[config.mk]
export PLATFORM = sky130hd
export DESIGN_NAME = servo_chain_command_decoder_top
export DESIGN_NICKNAME = d
export VERILOG_FILES = /design/src/sccd_pkg.sv /design/src/servo_chain_command_decoder_top.sv /design/src/sccd_front.sv /design/src/sccd_queue.sv /design/src/sccd_back.sv
export SDC_FILE = /design/constraint.sdc
export NUM_CORES = 1
export LEC_CHECK = 0
export BUFFER_PORTS_ARGS = -buffer_cell sky130_fd_sc_hd__buf_2
export CAP_MARGIN = 40
export CORE_MARGIN = 4
export CORE_UTILIZATION = 35
export DETAILED_ROUTE_END_ITERATION = 6
export PLACE_DENSITY_LB_ADDON = 0.1
export SLEW_MARGIN = 15
export SYNTH_ARGS = -nofsm -noshare
export SYNTH_HDL_FRONTEND = slang
export SYNTH_SLANG_ARGS = --single-unit
export TNS_END_PERCENT = 10
[constraint.sdc]
create_clock -name clk -period 7.8 [get_ports clk]
set_input_delay 1.56 -clock clk [delete_from_list [all_inputs] [get_ports clk]]
set_output_delay 1.56 -clock clk [all_outputs]
set_load 0.02 [all_outputs]
[src/sccd_pkg.sv]
`default_nettype none
// ----------------------------------------------------------------------------
// sccd_pkg: shared types and constants of the servo chain command decoder
// Command codes, reply codes, register indexes and the records that pass
// between the byte front end, the command queue and the servo walker.
// ----------------------------------------------------------------------------
package sccd_pkg;

	localparam int unsigned CMD_W   = 4;
	localparam int unsigned ARG_W   = 10;
	localparam int unsigned POS_W   = 10;
	localparam int unsigned ID_W    = 8;
	localparam int unsigned IDX_W   = 4;
	localparam int unsigned CNT_W   = 5;
	localparam int unsigned RTYPE_W = 2;
	localparam int unsigned IDS_W   = 128;

	// Argument values with a special meaning
	localparam logic [ARG_W-1:0] CHAIN_OFF   = 10'd1023;
	localparam logic [ARG_W-1:0] ALL_SERVOS  = 10'd256;
	localparam logic [ARG_W-1:0] CHAIN_BASE  = 10'd512;
	localparam logic [POS_W-1:0] CMD2CUR_POS = 10'h0FF;

	// Reply values
	localparam logic [POS_W-1:0] REPLY_CURRENT  = 10'd0;
	localparam logic [POS_W-1:0] REPLY_POSITION = 10'd1;
	localparam logic [POS_W-1:0] VERSION_CODE   = 10'd5;

	// Command codes
	localparam logic [CMD_W-1:0] CMD_LISTEN    = 4'd0;
	localparam logic [CMD_W-1:0] CMD_IGNORE    = 4'd1;
	localparam logic [CMD_W-1:0] CMD_ONESHOT   = 4'd2;
	localparam logic [CMD_W-1:0] CMD_SETFLAGS  = 4'd3;
	localparam logic [CMD_W-1:0] CMD_SETPOS    = 4'd4;
	localparam logic [CMD_W-1:0] CMD_SETCACHED = 4'd5;
	localparam logic [CMD_W-1:0] CMD_QCURRENT  = 4'd6;
	localparam logic [CMD_W-1:0] CMD_QPOSITION = 4'd7;
	localparam logic [CMD_W-1:0] CMD_QVERSION  = 4'd8;

	// Reply types and result kinds
	localparam logic [RTYPE_W-1:0] RT_POSITION = 2'd0;
	localparam logic [RTYPE_W-1:0] RT_CURRENT  = 2'd1;
	localparam logic [RTYPE_W-1:0] RT_VERSION  = 2'd2;
	localparam logic KIND_UPDATE = 1'b0;
	localparam logic KIND_REPLY  = 1'b1;

	// Configuration register indexes
	localparam logic [1:0] CFG_SERVOS_IN_USE = 2'd0;
	localparam logic [1:0] CFG_IDS_LOW       = 2'd1;
	localparam logic [1:0] CFG_IDS_HIGH      = 2'd2;

	// Command queue geometry
	localparam int unsigned QUEUE_DEPTH = 2;
	localparam int unsigned QUEUE_AW    = 1;

	typedef struct packed {
		logic [CMD_W-1:0] cmd;
		logic [ARG_W-1:0] arg;
	} cmd_entry_t;

	typedef struct packed {
		logic [CNT_W-1:0] servos_in_use;
		logic [IDS_W-1:0] ids;
	} servo_cfg_t;

endpackage
`default_nettype wire

[src/servo_chain_command_decoder_top.sv]
`default_nettype none
// ----------------------------------------------------------------------------
// servo_chain_command_decoder_top: servo chain command decoder
// Decodes two-byte servo commands and emits position updates and replies.
// ----------------------------------------------------------------------------
// Bytes are taken one per cycle while the two-entry command queue has room.
// A command is a byte with bit 7 low followed by a byte with bit 7 high; the
// walker then takes it from the queue and visits the active servo channels
// one per cycle, holding a channel while a new result finds the output
// register still waiting on m_tready. Results come out in servo order through
// a single output register; tlast marks the final result of a command.
// Configuration is written through the cfg channel, which is always ready;
// the user must write it only while no command is in flight, as the block
// itself does not enforce this.
module servo_chain_command_decoder_top #(
	parameter int NUM_SERVOS = 16
) (
	input  wire         clk,
	input  wire         arst_n,
	input  wire         s_tvalid,
	output logic        s_tready,
	input  wire  [7:0]  s_tdata,   // [7:0] rx_byte
	output logic        m_tvalid,
	input  wire         m_tready,
	output logic [15:0] m_tdata,   // [3:0] servo_index, [13:4] value, [15:14] zero
	output logic        m_tlast,
	output logic [2:0]  m_tuser,   // [0] kind, [2:1] reply_type
	input  wire         cfg_valid,
	output logic        cfg_ready,
	input  wire  [1:0]  cfg_index,
	input  wire  [63:0] cfg_data
);

	logic [sccd_pkg::CNT_W-1:0] servos_q;
	logic [63:0]                ids_low_q;
	logic [63:0]                ids_high_q;
	sccd_pkg::servo_cfg_t       cfg;
	logic                       push;
	sccd_pkg::cmd_entry_t       push_entry;
	logic                       q_full;
	logic                       q_empty;
	logic                       q_pop;
	sccd_pkg::cmd_entry_t       q_entry;

	assign cfg_ready = 1'b1;

	// Configuration registers
	always_ff @(posedge clk or negedge arst_n) begin
		if (!arst_n) begin
			servos_q   <= 5'd16;
			ids_low_q  <= '0;
			ids_high_q <= '0;
		end else if (cfg_valid && cfg_ready) begin
			case (cfg_index)
				sccd_pkg::CFG_SERVOS_IN_USE: servos_q   <= cfg_data[sccd_pkg::CNT_W-1:0];
				sccd_pkg::CFG_IDS_LOW:       ids_low_q  <= cfg_data;
				sccd_pkg::CFG_IDS_HIGH:      ids_high_q <= cfg_data;
				default: begin
				end
			endcase
		end
	end

	assign cfg.servos_in_use = servos_q;
	assign cfg.ids           = {ids_high_q, ids_low_q};

	sccd_front u_front (
		.clk        (clk),
		.arst_n     (arst_n),
		.s_tvalid   (s_tvalid),
		.s_tready   (s_tready),
		.s_tdata    (s_tdata),
		.queue_full (q_full),
		.push       (push),
		.push_entry (push_entry)
	);

	sccd_queue u_queue (
		.clk        (clk),
		.arst_n     (arst_n),
		.push       (push),
		.push_entry (push_entry),
		.full       (q_full),
		.pop        (q_pop),
		.pop_entry  (q_entry),
		.empty      (q_empty)
	);

	sccd_back #(
		.NUM_SERVOS (NUM_SERVOS)
	) u_back (
		.clk      (clk),
		.arst_n   (arst_n),
		.cfg      (cfg),
		.q_empty  (q_empty),
		.q_entry  (q_entry),
		.q_pop    (q_pop),
		.m_tvalid (m_tvalid),
		.m_tready (m_tready),
		.m_tdata  (m_tdata),
		.m_tlast  (m_tlast),
		.m_tuser  (m_tuser)
	);

endmodule
`default_nettype wire

[src/sccd_front.sv]
`default_nettype none
// ----------------------------------------------------------------------------
// sccd_front: byte framing
// Pairs a command byte (bit 7 low) with an argument byte (bit 7 high) and
// pushes the complete command into the queue.
// ----------------------------------------------------------------------------
module sccd_front (
	input  wire                 clk,
	input  wire                 arst_n,
	input  wire                 s_tvalid,
	output logic                s_tready,
	input  wire  [7:0]          s_tdata,
	input  wire                 queue_full,
	output logic                push,
	output sccd_pkg::cmd_entry_t push_entry
);

	logic                        awaiting_q;
	logic [sccd_pkg::CMD_W-1:0]  cmd_q;
	logic [2:0]                  arg_q;
	logic                        accept;

	assign s_tready = !queue_full;
	assign accept   = s_tvalid && s_tready;

	// Push on a closing byte with bit 7 high
	assign push             = accept && awaiting_q && s_tdata[7];
	assign push_entry.cmd   = cmd_q;
	assign push_entry.arg   = {s_tdata[6:0], arg_q};

	// Track the frame and keep the low argument bits between frames
	always_ff @(posedge clk or negedge arst_n) begin
		if (!arst_n) begin
			awaiting_q <= 1'b0;
			cmd_q      <= '0;
			arg_q      <= '0;
		end else if (accept) begin
			if (!awaiting_q) begin
				if (!s_tdata[7]) begin
					awaiting_q <= 1'b1;
					cmd_q      <= s_tdata[6:3];
					arg_q      <= s_tdata[2:0];
				end
			end else begin
				awaiting_q <= 1'b0;
			end
		end
	end

endmodule
`default_nettype wire

[src/sccd_queue.sv]
`default_nettype none
// ----------------------------------------------------------------------------
// sccd_queue: command queue
// Short first-in first-out buffer between the framing front end and the
// servo walker.
// ----------------------------------------------------------------------------
module sccd_queue (
	input  wire                  clk,
	input  wire                  arst_n,
	input  wire                  push,
	input  sccd_pkg::cmd_entry_t push_entry,
	output logic                 full,
	input  wire                  pop,
	output sccd_pkg::cmd_entry_t pop_entry,
	output logic                 empty
);

	sccd_pkg::cmd_entry_t             mem_q [sccd_pkg::QUEUE_DEPTH];
	logic [sccd_pkg::QUEUE_AW-1:0]    wr_ptr_q;
	logic [sccd_pkg::QUEUE_AW-1:0]    rd_ptr_q;
	logic [sccd_pkg::QUEUE_AW:0]      count_q;

	assign full      = (count_q == (sccd_pkg::QUEUE_AW+1)'(sccd_pkg::QUEUE_DEPTH));
	assign empty     = (count_q == '0);
	assign pop_entry = mem_q[rd_ptr_q];

	// Store entries
	always_ff @(posedge clk) begin
		if (push && !full) begin
			mem_q[wr_ptr_q] <= push_entry;
		end
	end

	// Advance pointers and fill count
	always_ff @(posedge clk or negedge arst_n) begin
		if (!arst_n) begin
			wr_ptr_q <= '0;
			rd_ptr_q <= '0;
			count_q  <= '0;
		end else begin
			if (push && !full) begin
				wr_ptr_q <= wr_ptr_q + 1'b1;
			end
			if (pop && !empty) begin
				rd_ptr_q <= rd_ptr_q + 1'b1;
			end
			if ((push && !full) && !(pop && !empty)) begin
				count_q <= count_q + 1'b1;
			end else if (!(push && !full) && (pop && !empty)) begin
				count_q <= count_q - 1'b1;
			end
		end
	end

endmodule
`default_nettype wire

[src/sccd_back.sv]
`default_nettype none
// ----------------------------------------------------------------------------
// sccd_back: servo walker
// Runs one queued command, visiting the active servo channels one per cycle
// unless a result waits, updating flags and positions and emitting results.
// ----------------------------------------------------------------------------
module sccd_back #(
	parameter int NUM_SERVOS = 16
) (
	input  wire                  clk,
	input  wire                  arst_n,
	input  sccd_pkg::servo_cfg_t cfg,
	input  wire                  q_empty,
	input  sccd_pkg::cmd_entry_t q_entry,
	output logic                 q_pop,
	output logic                 m_tvalid,
	input  wire                  m_tready,
	output logic [15:0]          m_tdata,
	output logic                 m_tlast,
	output logic [2:0]           m_tuser
);

	localparam int IW = (NUM_SERVOS > 1) ? $clog2(NUM_SERVOS) : 1;
	localparam logic [sccd_pkg::CNT_W-1:0] NS = sccd_pkg::CNT_W'(NUM_SERVOS);

	// Per-servo state; a commanded position is only ever reported as it is
	// written, so it leaves the block on the result stream and is not stored
	logic [1:0]                   flags_q  [NUM_SERVOS];
	logic [sccd_pkg::POS_W-1:0]   cached_q [NUM_SERVOS];

	// Command in progress
	logic                         busy_q;
	logic [sccd_pkg::CMD_W-1:0]   cmd_q;
	logic [sccd_pkg::ARG_W-1:0]   arg_q;
	logic [sccd_pkg::ARG_W-1:0]   tgt_q;
	logic [sccd_pkg::ARG_W-1:0]   chain_q;
	logic                         chain_en_q;
	logic                         found_q;
	logic [sccd_pkg::CNT_W-1:0]   cnt_q;

	// Output register
	logic                         out_valid_q;
	logic                         out_kind_q;
	logic [sccd_pkg::IDX_W-1:0]   out_idx_q;
	logic [sccd_pkg::POS_W-1:0]   out_val_q;
	logic [sccd_pkg::RTYPE_W-1:0] out_rtype_q;
	logic                         out_last_q;

	logic [sccd_pkg::CNT_W-1:0]   n_act;
	logic [IW-1:0]                idx;
	logic [sccd_pkg::ID_W-1:0]    id_i;
	logic                         walking;
	logic                         match;
	logic [1:0]                   flag_i;
	logic                         fnz;
	logic [1:0]                   flag_n;
	logic                         wr_pos;
	logic                         wr_cache;
	logic [sccd_pkg::POS_W-1:0]   pos_n;
	logic                         emit;
	logic                         emit_kind;
	logic [sccd_pkg::POS_W-1:0]   emit_val;
	logic [sccd_pkg::RTYPE_W-1:0] emit_rtype;
	logic                         emit_last;
	logic [NUM_SERVOS-1:0]        later_wr;
	logic                         out_free;
	logic                         step;
	logic [sccd_pkg::ARG_W-1:0]   chain_next;
	logic                         is_posupd;

	assign n_act    = (cfg.servos_in_use > NS) ? NS : cfg.servos_in_use;
	assign walking  = busy_q && (cnt_q < n_act);
	assign idx      = cnt_q[IW-1:0];
	assign id_i     = cfg.ids[{idx, 3'b000} +: sccd_pkg::ID_W];
	assign match    = ({2'b00, id_i} == tgt_q) && !found_q;
	assign flag_i   = flags_q[idx];
	assign fnz      = (flag_i != 2'b00);
	assign out_free = !out_valid_q || m_tready;
	assign step     = walking && (!emit || out_free);
	assign q_pop    = !busy_q && !q_empty;
	assign chain_next = chain_q + 1'b1;
	assign is_posupd  = (cmd_q == sccd_pkg::CMD_SETFLAGS) || (cmd_q == sccd_pkg::CMD_SETPOS);

	// Mark later active servos that will also be written by this command
	always_comb begin
		for (int j = 0; j < NUM_SERVOS; j++) begin
			later_wr[j] = (sccd_pkg::CNT_W'(j) < n_act) && (sccd_pkg::CNT_W'(j) > cnt_q) &&
				(((cmd_q == sccd_pkg::CMD_SETFLAGS) &&
					(arg_q[0] || (arg_q[3] && (flags_q[j] != 2'b00)))) ||
				((cmd_q == sccd_pkg::CMD_SETPOS) && (flags_q[j] != 2'b00)));
		end
	end

	// Decide what the current servo does
	always_comb begin
		flag_n     = flag_i;
		wr_pos     = 1'b0;
		wr_cache   = 1'b0;
		pos_n      = arg_q;
		emit       = 1'b0;
		emit_kind  = sccd_pkg::KIND_UPDATE;
		emit_val   = arg_q;
		emit_rtype = sccd_pkg::RT_POSITION;
		emit_last  = 1'b1;
		case (cmd_q)
			sccd_pkg::CMD_LISTEN: begin
				if (arg_q == sccd_pkg::ALL_SERVOS || match) flag_n = flag_i | 2'b10;
			end
			sccd_pkg::CMD_IGNORE: begin
				if (arg_q == sccd_pkg::ALL_SERVOS || match) flag_n = 2'b00;
			end
			sccd_pkg::CMD_ONESHOT: begin
				if (arg_q == sccd_pkg::ALL_SERVOS || match) flag_n = flag_i | 2'b01;
			end
			sccd_pkg::CMD_SETFLAGS: begin
				wr_pos = arg_q[0] || (arg_q[3] && fnz);
				pos_n  = (arg_q[3] && fnz) ? sccd_pkg::CMD2CUR_POS : cached_q[idx];
			end
			sccd_pkg::CMD_SETPOS: begin
				wr_pos = fnz;
				pos_n  = arg_q;
			end
			sccd_pkg::CMD_SETCACHED: begin
				wr_cache = fnz;
			end
			sccd_pkg::CMD_QCURRENT: begin
				emit       = match;
				emit_kind  = sccd_pkg::KIND_REPLY;
				emit_val   = sccd_pkg::REPLY_CURRENT;
				emit_rtype = sccd_pkg::RT_CURRENT;
			end
			sccd_pkg::CMD_QPOSITION: begin
				emit       = match;
				emit_kind  = sccd_pkg::KIND_REPLY;
				emit_val   = sccd_pkg::REPLY_POSITION;
				emit_rtype = sccd_pkg::RT_POSITION;
			end
			sccd_pkg::CMD_QVERSION: begin
				emit       = match;
				emit_kind  = sccd_pkg::KIND_REPLY;
				emit_val   = sccd_pkg::VERSION_CODE;
				emit_rtype = sccd_pkg::RT_VERSION;
			end
			default: begin
			end
		endcase
		if (cmd_q inside {sccd_pkg::CMD_SETFLAGS, sccd_pkg::CMD_SETPOS,
				sccd_pkg::CMD_SETCACHED}) begin
			flag_n = (chain_en_q && match) ? 2'b01 : (flag_i & 2'b10);
		end
		if (is_posupd) begin
			emit      = wr_pos;
			emit_val  = pos_n;
			emit_last = ~|later_wr;
		end
	end

	// Take a command, step the walk, finish when all active servos are seen
	always_ff @(posedge clk or negedge arst_n) begin
		if (!arst_n) begin
			busy_q     <= 1'b0;
			cmd_q      <= '0;
			arg_q      <= '0;
			tgt_q      <= '0;
			chain_q    <= sccd_pkg::CHAIN_OFF;
			chain_en_q <= 1'b0;
			found_q    <= 1'b0;
			cnt_q      <= '0;
		end else if (q_pop) begin
			busy_q     <= 1'b1;
			cmd_q      <= q_entry.cmd;
			arg_q      <= q_entry.arg;
			tgt_q      <= q_entry.arg;
			chain_en_q <= 1'b0;
			found_q    <= 1'b0;
			cnt_q      <= '0;
			case (q_entry.cmd)
				sccd_pkg::CMD_LISTEN, sccd_pkg::CMD_IGNORE: begin
					chain_q <= sccd_pkg::CHAIN_OFF;
				end
				sccd_pkg::CMD_ONESHOT: begin
					if (q_entry.arg != sccd_pkg::ALL_SERVOS &&
							q_entry.arg >= sccd_pkg::CHAIN_BASE) begin
						chain_q <= q_entry.arg - sccd_pkg::CHAIN_BASE;
						tgt_q   <= q_entry.arg - sccd_pkg::CHAIN_BASE;
					end else begin
						chain_q <= sccd_pkg::CHAIN_OFF;
					end
				end
				sccd_pkg::CMD_SETFLAGS, sccd_pkg::CMD_SETPOS, sccd_pkg::CMD_SETCACHED: begin
					if (chain_q != sccd_pkg::CHAIN_OFF) begin
						chain_q    <= chain_next;
						tgt_q      <= chain_next;
						chain_en_q <= (chain_next != sccd_pkg::CHAIN_OFF);
					end
				end
				default: begin
				end
			endcase
		end else if (busy_q) begin
			if (!walking) begin
				busy_q <= 1'b0;
			end else if (step) begin
				cnt_q   <= cnt_q + 1'b1;
				found_q <= found_q || match;
			end
		end
	end

	// Update per-servo state on each step
	always_ff @(posedge clk or negedge arst_n) begin
		if (!arst_n) begin
			for (int k = 0; k < NUM_SERVOS; k++) begin
				flags_q[k]  <= '0;
				cached_q[k] <= '0;
			end
		end else if (step) begin
			flags_q[idx] <= flag_n;
			if (wr_cache) cached_q[idx] <= arg_q;
		end
	end

	// Load a result or drop it once taken
	always_ff @(posedge clk or negedge arst_n) begin
		if (!arst_n) begin
			out_valid_q <= 1'b0;
		end else if (step && emit) begin
			out_valid_q <= 1'b1;
		end else if (m_tready) begin
			out_valid_q <= 1'b0;
		end
	end

	always_ff @(posedge clk) begin
		if (step && emit) begin
			out_kind_q  <= emit_kind;
			out_idx_q   <= cnt_q[sccd_pkg::IDX_W-1:0];
			out_val_q   <= emit_val;
			out_rtype_q <= emit_rtype;
			out_last_q  <= emit_last;
		end
	end

	assign m_tvalid = out_valid_q;
	assign m_tdata  = {2'b00, out_val_q, out_idx_q};
	assign m_tlast  = out_last_q;
	assign m_tuser  = {out_rtype_q, out_kind_q};

endmodule
`default_nettype wire

== Yosys cells after proc, flatten, opt, wreduce, memory -nomap -nowiden ==
Memory sizes are Yosys's and may differ from the RTL's.
Index checks and enable logic that the tools add are counted.

* Bits in registers: 398
* Bits in latches: 0
* Bits in writable memories: 28
* Bits in read-only memories: 0
* Bits of input ports: 79
* Output and inout port bits: 23
* Word-level logic and storage cells: 364
* Memories kept: 1

{| class="wikitable"
|+ Memories
! memory !! depth !! width !! rd ports !! clocked after Yosys merged registers in !! write ports !! line !! text
|-
| u_queue.mem_q || 2 || 14 || 1 || 0 || 1 || sccd_queue.sv:18 || <nowiki>sccd_pkg::cmd_entry_t mem_q [sccd_pkg::QUEUE_DEPTH];</nowiki>
|}

* $add $sub $neg: 7
* Multipliers: 0
* Divide/modulo/power cells: 0
* $lt $le $gt $ge: 37
* Equal/unequal tests: 22
* Shift operators: 1
* Multiplexer cells: 56
* Bitwise operators: 3
* Reductions and logical operators: 182

{| class="wikitable"
|+ Operators with widths
! cell !! count
|-
| bitwise mux 160 bit || 1
|-
| variable part select 128 x 8 -> 8 bit || 1
|-
| two-way mux 10 bit || 10
|-
| logical AND 1 bit || 96
|-
| case mux 10 bit (3 select lines) || 2
|-
| nonzero test 2 bit || 22
|-
| binary-select mux 10 bit (select 4 bit) || 1
|-
| demux 10 bit (select 4 bit) || 1
|-
| greater-than comparator 4 x 5 -> 1 bit (first input constant) || 8
|-
| less-than comparator 4 x 5 -> 1 bit (first input constant) || 8
|-
| logical OR 1 bit || 38
|-
| bitwise mux 32 bit || 1
|-
| two-way mux 5 bit || 5
|-
| equality test 4 x 3 -> 1 bit (second input constant) || 6
|-
| greater-than comparator 3 x 5 -> 1 bit (first input constant) || 4
|-
| less-than comparator 3 x 5 -> 1 bit (first input constant) || 4
|-
| two-way mux 1 bit || 20
|-
| != test 10 bit (second input constant) || 2
|-
| case mux 10 bit (2 select lines) || 1
|-
| two-way mux 2 bit || 9
|-
| equality test 4 x 2 -> 1 bit (second input constant) || 4
|-
| OR reduction 16 bit || 1
|-
| adder 10 x 1 -> 10 bit (second input constant) || 1
|-
| equality test 10 x 9 -> 1 bit (second input constant) || 1
|-
| other kinds (36) || 61
|}

== Longest topological paths before layout ==
* Depth after elaboration: 16
* Gate-level depth with buffers: 15
* Gate-level depth less buffers: 11

== By module ==
From an unflattened synthesis, not the netlist that was laid out.

* Cell total of the unflattened synthesis: 1,565
* Area total of the unflattened synthesis: 21,070.2 µm²

{| class="wikitable"
|+ Modules (own cells, without submodules)
! module !! instances !! cells each !! area an instance (µm²) !! sequential area each (µm²)
|-
| sccd_back || 1 || 1,189 || 13,968.4 || 6,433.7
|-
| servo_chain_command_decoder_top || 1 || 285 || 5,466.5 || 3,329.4
|-
| sccd_queue || 1 || 63 || 1,255.0 || 940.9
|-
| sccd_front || 1 || 28 || 380.4 || 200.2
|}

== Worst setup path before layout ==
Ideal clock, no wire load.

* Kind: reg-to-reg
* Start point: register u_back.cnt_q[2] (netlist name)
* End point: register u_back.out_last_q, in the netlist u_back.m_tlast (enable)
* Setup time: 0.395 ns
* Data arrival time: 3.251 ns
* Data required time: 7.405 ns
* Slack: 4.155 ns
* Stages on the path, launching flop included: 11
* Path buffers: 3
* Period minus slack after synthesis: 3.645 ns
* Path through: dfrtp_1 -> buf_4 -> buf_4 -> buf_2 -> mux4_2 -> o22a_1 -> a2111oi_0 -> nand4_1 -> nor4_1 -> o21ai_0 -> nor2b_1

* Cells in the longest elaborated chain, start to end: 13
* Elaborated cells between the ends (all ways): 19
* Those cells by class: 1 x order compare; 1 x eq/ne; 1 x shift; 6 x mux; 1 x bitwise; 9 x reduce/logical

{| class="wikitable"
|+ Ends and longest elaborated chain
! element !! line !! text
|-
| start: declaration || sccd_back.sv:39 || <nowiki>logic [sccd_pkg::CNT_W-1:0] cnt_q;</nowiki>
|-
| start signal: assignment || sccd_back.sv:204 || <nowiki>cnt_q <= cnt_q + 1'b1;</nowiki>
|-
| branches (longest 12 deep; another with variable part select 128 x 8 -> 8 bit) || -- ||
|-
| logical AND 1 bit (*) || sccd_back.sv:235 || <nowiki>if (step && emit) begin</nowiki>
|-
| end signal: assignment || sccd_back.sv:240 || <nowiki>out_last_q <= emit_last;</nowiki>
|-
| end: declaration || sccd_back.sv:47 || <nowiki>logic out_last_q;</nowiki>
|}

Every way passes the cells marked *. The select of a mux whose other input is x is not followed.
A chain may end at the register's enable or synchronous reset.

== Worst setup path after layout ==
* Start point: register u_back.cnt_q[1] (netlist name)
* End point: register u_back.flags_q[20] (netlist name)

* Cells in the longest elaborated chain, start to end: 12
* Elaborated cells between the ends (all ways): 32
* Those cells by class: 3 x order compare; 1 x eq/ne; 1 x shift; 15 x mux; 1 x bitwise; 11 x reduce/logical

{| class="wikitable"
|+ Ends and longest elaborated chain
! element !! line !! text
|-
| branches (longest 12 deep; another with variable part select 128 x 8 -> 8 bit) || -- ||
|-
| end signal: indexed assignment || sccd_back.sv:218 || <nowiki>flags_q[idx] <= flag_n;</nowiki>
|-
| end: declaration || sccd_back.sv:28 || <nowiki>logic [1:0] flags_q [NUM_SERVOS];</nowiki>
|}

Parallel ways; which one is timed is not known. The select of a mux whose other input is x is not followed.

==> reports/results.tsv <==
metric	value	unit
period_share	0.5906	
worstPathRequired	8240	ps
dr_total_vias	13630	
core_area	58140	sq um
async_flop_share	0.8920	
grt_use_total	0.1819	
p_per_area	362.0	nW/um^2
insertion_delay	600	ps
seqCellArea	10910	sq um
r2r-end	u_back.flags_q[20]	
startpoint_type	flip-flop	
cts_sinks	426	
start_util	0.3561	
crit_path_top_delay_cell	mux2i_2	
drc_errors	0	
synthTopCellsByArea	dfrtp_1 (45%), mux2_2 (17%), edfxtp_1 (6.7%)	
vias_per_cell	5.494	
antenna_found_initial	3	
crit-reg2reg-launch	u_back.cnt_q[1]	
critical_path_class	flip-flop to flip-flop	
max_freq	0.2171	GHz
dp_slack	3195	ps
wl_per_cell	23.37	um
synth.most_common_cell	dfrtp_1	
yosysTopAreaCellShare	0.4461	
ys.flop_type	dfrtp_1	
multiInputGateArea	9251	sq um
power	8.575	mW
dieArea	63100	sq um
ir_worst_vdd	182.7	uV
synth_edf_count	46	
worst_setup_path_end_kind	flip-flop	
row_count	88	
drive_gt1_frac	0.3697	
dpl.hpwl	39500	um
num_antenna_cells	0	
die_h	251.2	um
synth_top_cell_by_area	dfrtp_1	
grt_pass1_vias	14180	
synth.cell_area	20700	sq um
maxCapViolCount	0	
drv_slew	0	
yosysWarnings	0	
clock_skew	26.27	ps
grt_max_degree	138	
max_slew_margin	0.3671	
post_cts_buffers	0	
drt_wl_total	57960	um
post-route-min-period	4606	ps
io_buffers	98	
clk_path_buf_depth	3	
dp.cells	2386	
final.setup.worst_slack	3194	ps
leakagePower	10.15	nW
cp.arrival	5050	ps
hold_path.startpoint	u_front.cmd_q[0]	
rsz0062_at_grt	no	
grt_pass1_wl	89560	um
htree_levels	2	
hold_violations	0	
die_w	251.2	um
worstPathCellList	buf_4 > or2_1 > o221ai_1 > o221a_2 > a211o_1 > or3_1 > o21ai_4 > mux2i_2 > buf_6 > o41ai_1	
nets	1764	
synth_seq_area_share	0.5268	
ioPinCount	102	
holdCritPathClass	flip-flop to flip-flop	
cts-root-buf	clkbuf_16	
rrSetupSlack	3190	ps
drt_iter0_drc	671	
rr_worst_depth	10	
worst-path-max-fanout	33	
synth.distinct_cells	79	
synthToLayoutAreaGrowth	14.45	%
place_congestion	0.8572	
min_to	u_queue.mem_q[1][10]	
max_stage_delay	810	ps
cts.clk_slew.worst_paths	60	ps
cts_made_buffers	49	
hold_path_depth	0	
syn_inst	1608	
setup_viol	0	
nFillCells	5533	
final_cells	2480	
cts-resized-gates	0	
first_pass_iters	5	
netlist_top_cells_count	dfrtp_1 (369), mux2_2 (317), nand2_1 (104), nor2_1 (87), o21ai_0 (75)	
antenna_left	0	
postCtsHoldBufs	0	
ys_ff_latch	426	
worstMarginPinSlew	945.8	ps
tns	0	ps
grt_overflow	0	
outcome	completed	
cts_tree	done	
syn_avg_cell_area	12.87	sq um
how the worst max path moves through the flow:
stage / from / end / depth (start not counted)
global route: u_back.cnt_q[1] / u_back.flags_q[22] / 10
finish: u_back.cnt_q[1] / u_back.flags_q[20] / 10
global placement: u_back.cnt_q[2] / u_back.flags_q[30] / 9
detailed placement: u_back.cnt_q[0] / u_back.flags_q[20] / 8
CTS: u_back.cnt_q[0] / u_back.flags_q[20] / 8
floorplan: u_back.cnt_q[2] / u_back.m_tlast / 10
power breakdown:
group	total, mW	switching (mW)	leakage, nW	internal (mW)
combinational	3.04	1.80	4.13	1.25
sequential	3.20	0.485	5.22	2.72
clock	2.33	0.950	0.801	1.38
state kept, by name, indices dropped and copies added, names as in the netlist, 3 cells and up:
name / flops
servos_q: 5
ids_low_q: 64
u_back.out_val_q: 10
u_back.cnt_q: 5
u_queue.mem_q: 28
u_front.arg_q: 3
u_back.tgt_q: 10
u_front.cmd_q: 4
u_back.cached_q: 160
u_back.cmd_q: 4
u_back.chain_q: 10
ids_high_q: 64
u_back.out_idx_q: 4
u_back.flags_q: 32
u_back.arg_q: 10
cell families after synthesis:
family / share of synthesized area
other cells: 0.0003628
mux: 0.2669
compound gates: 0.09091
fa+ha+maj: 0.006649
flops: 0.5268
simple gates: 0.07435
buf+inv: 0.02732
xor+xnor: 0.006770
cell usage in the layout (no fill, tap or decap), types with 6 or more instances in the layout:
| cell type | synthesis | layout |
|---|---|---|
| clkbuf_16 | 0 | 50 |
| nand3b_1 | 6 | 6 |
| a21oi_1 | 42 | 42 |
| nor3_1 | 7 | 7 |
| o41ai_1 | 6 | 6 |
| xor2_1 | 8 | 8 |
| mux2_2 | 317 | 317 |
| o41ai_2 | 10 | 10 |
| dfstp_2 | 11 | 11 |
| buf_4 | 11 | 18 |
| a2bb2oi_1 | 16 | 16 |
| nor2_1 | 87 | 87 |
| clkbuf_8 | 0 | 10 |
| nor2_2 | 16 | 16 |
| edfxtp_1 | 46 | 46 |
| nand3_1 | 19 | 19 |
| clkbuf_1 | 74 | 14 |
| o221ai_1 | 15 | 15 |
| o21a_1 | 8 | 8 |
| nor2b_1 | 9 | 8 |
| a211oi_1 | 24 | 24 |
| nand2b_1 | 15 | 15 |
| buf_2 | 16 | 98 |
| o21ai_0 | 75 | 75 |
| xnor2_1 | 8 | 8 |
| o22ai_1 | 16 | 16 |
| or3_1 | 7 | 7 |
| mux4_2 | 61 | 61 |
| nand2_1 | 104 | 104 |
| clkinv_2 | 0 | 7 |
| inv_1 | 15 | 15 |
| nand4_1 | 13 | 13 |
| nor4_1 | 8 | 7 |
| dfrtp_1 | 369 | 366 |
| ha_1 | 11 | 11 |
| mux2i_1 | 58 | 57 |
per-layer routing:
layer / share of wire / wire (um) / global-route usage / vias up
met5: 0.00038 / 22 / 0 / -
met4: 0.020 / 1188 / 0.04549 / 4
met3: 0.040 / 2347 / 0.02679 / 84
met2: 0.47 / 27090 / 0.2885 / 308
met1: 0.47 / 27310 / 0.2642 / 7129
li1: - / - / - / 6101
critical path, delay by kind of cell (launching register included):
| kind | cells | cell delay (ps) |
|---|---|---|
| AO/OA/AOI/OAI | 5 | 1520 |
| multiplexers | 1 | 810 |
| AND/OR/NAND/NOR | 2 | 740 |
| buffers and inverters | 2 | 710 |
| flip-flops | 1 | 630 |
through the flow:
step | instance area, sq um | hold slack [ps] | util
CTS | 23660 | 464.9 | 0.4069
floorplan | 20700 | 436.6 | -
global route | 23690 | 469.1 | 0.4075
detailed placement | 22020 | 453.0 | 0.3788
global placement | 21850 | 441.7 | 0.3758
finish | 23690 | 466.6 | 0.4075
final cells by class:
cell class                 count  area share
tap                          765     0.04040
timing repair buffer         127     0.03671
clock buffer                  74     0.06084
inverter                      17    0.002694
multi-input combinational   1053      0.3905
sequential                   426      0.4607
clock inverter                18    0.008186
(Power assumes the default switching activity.)
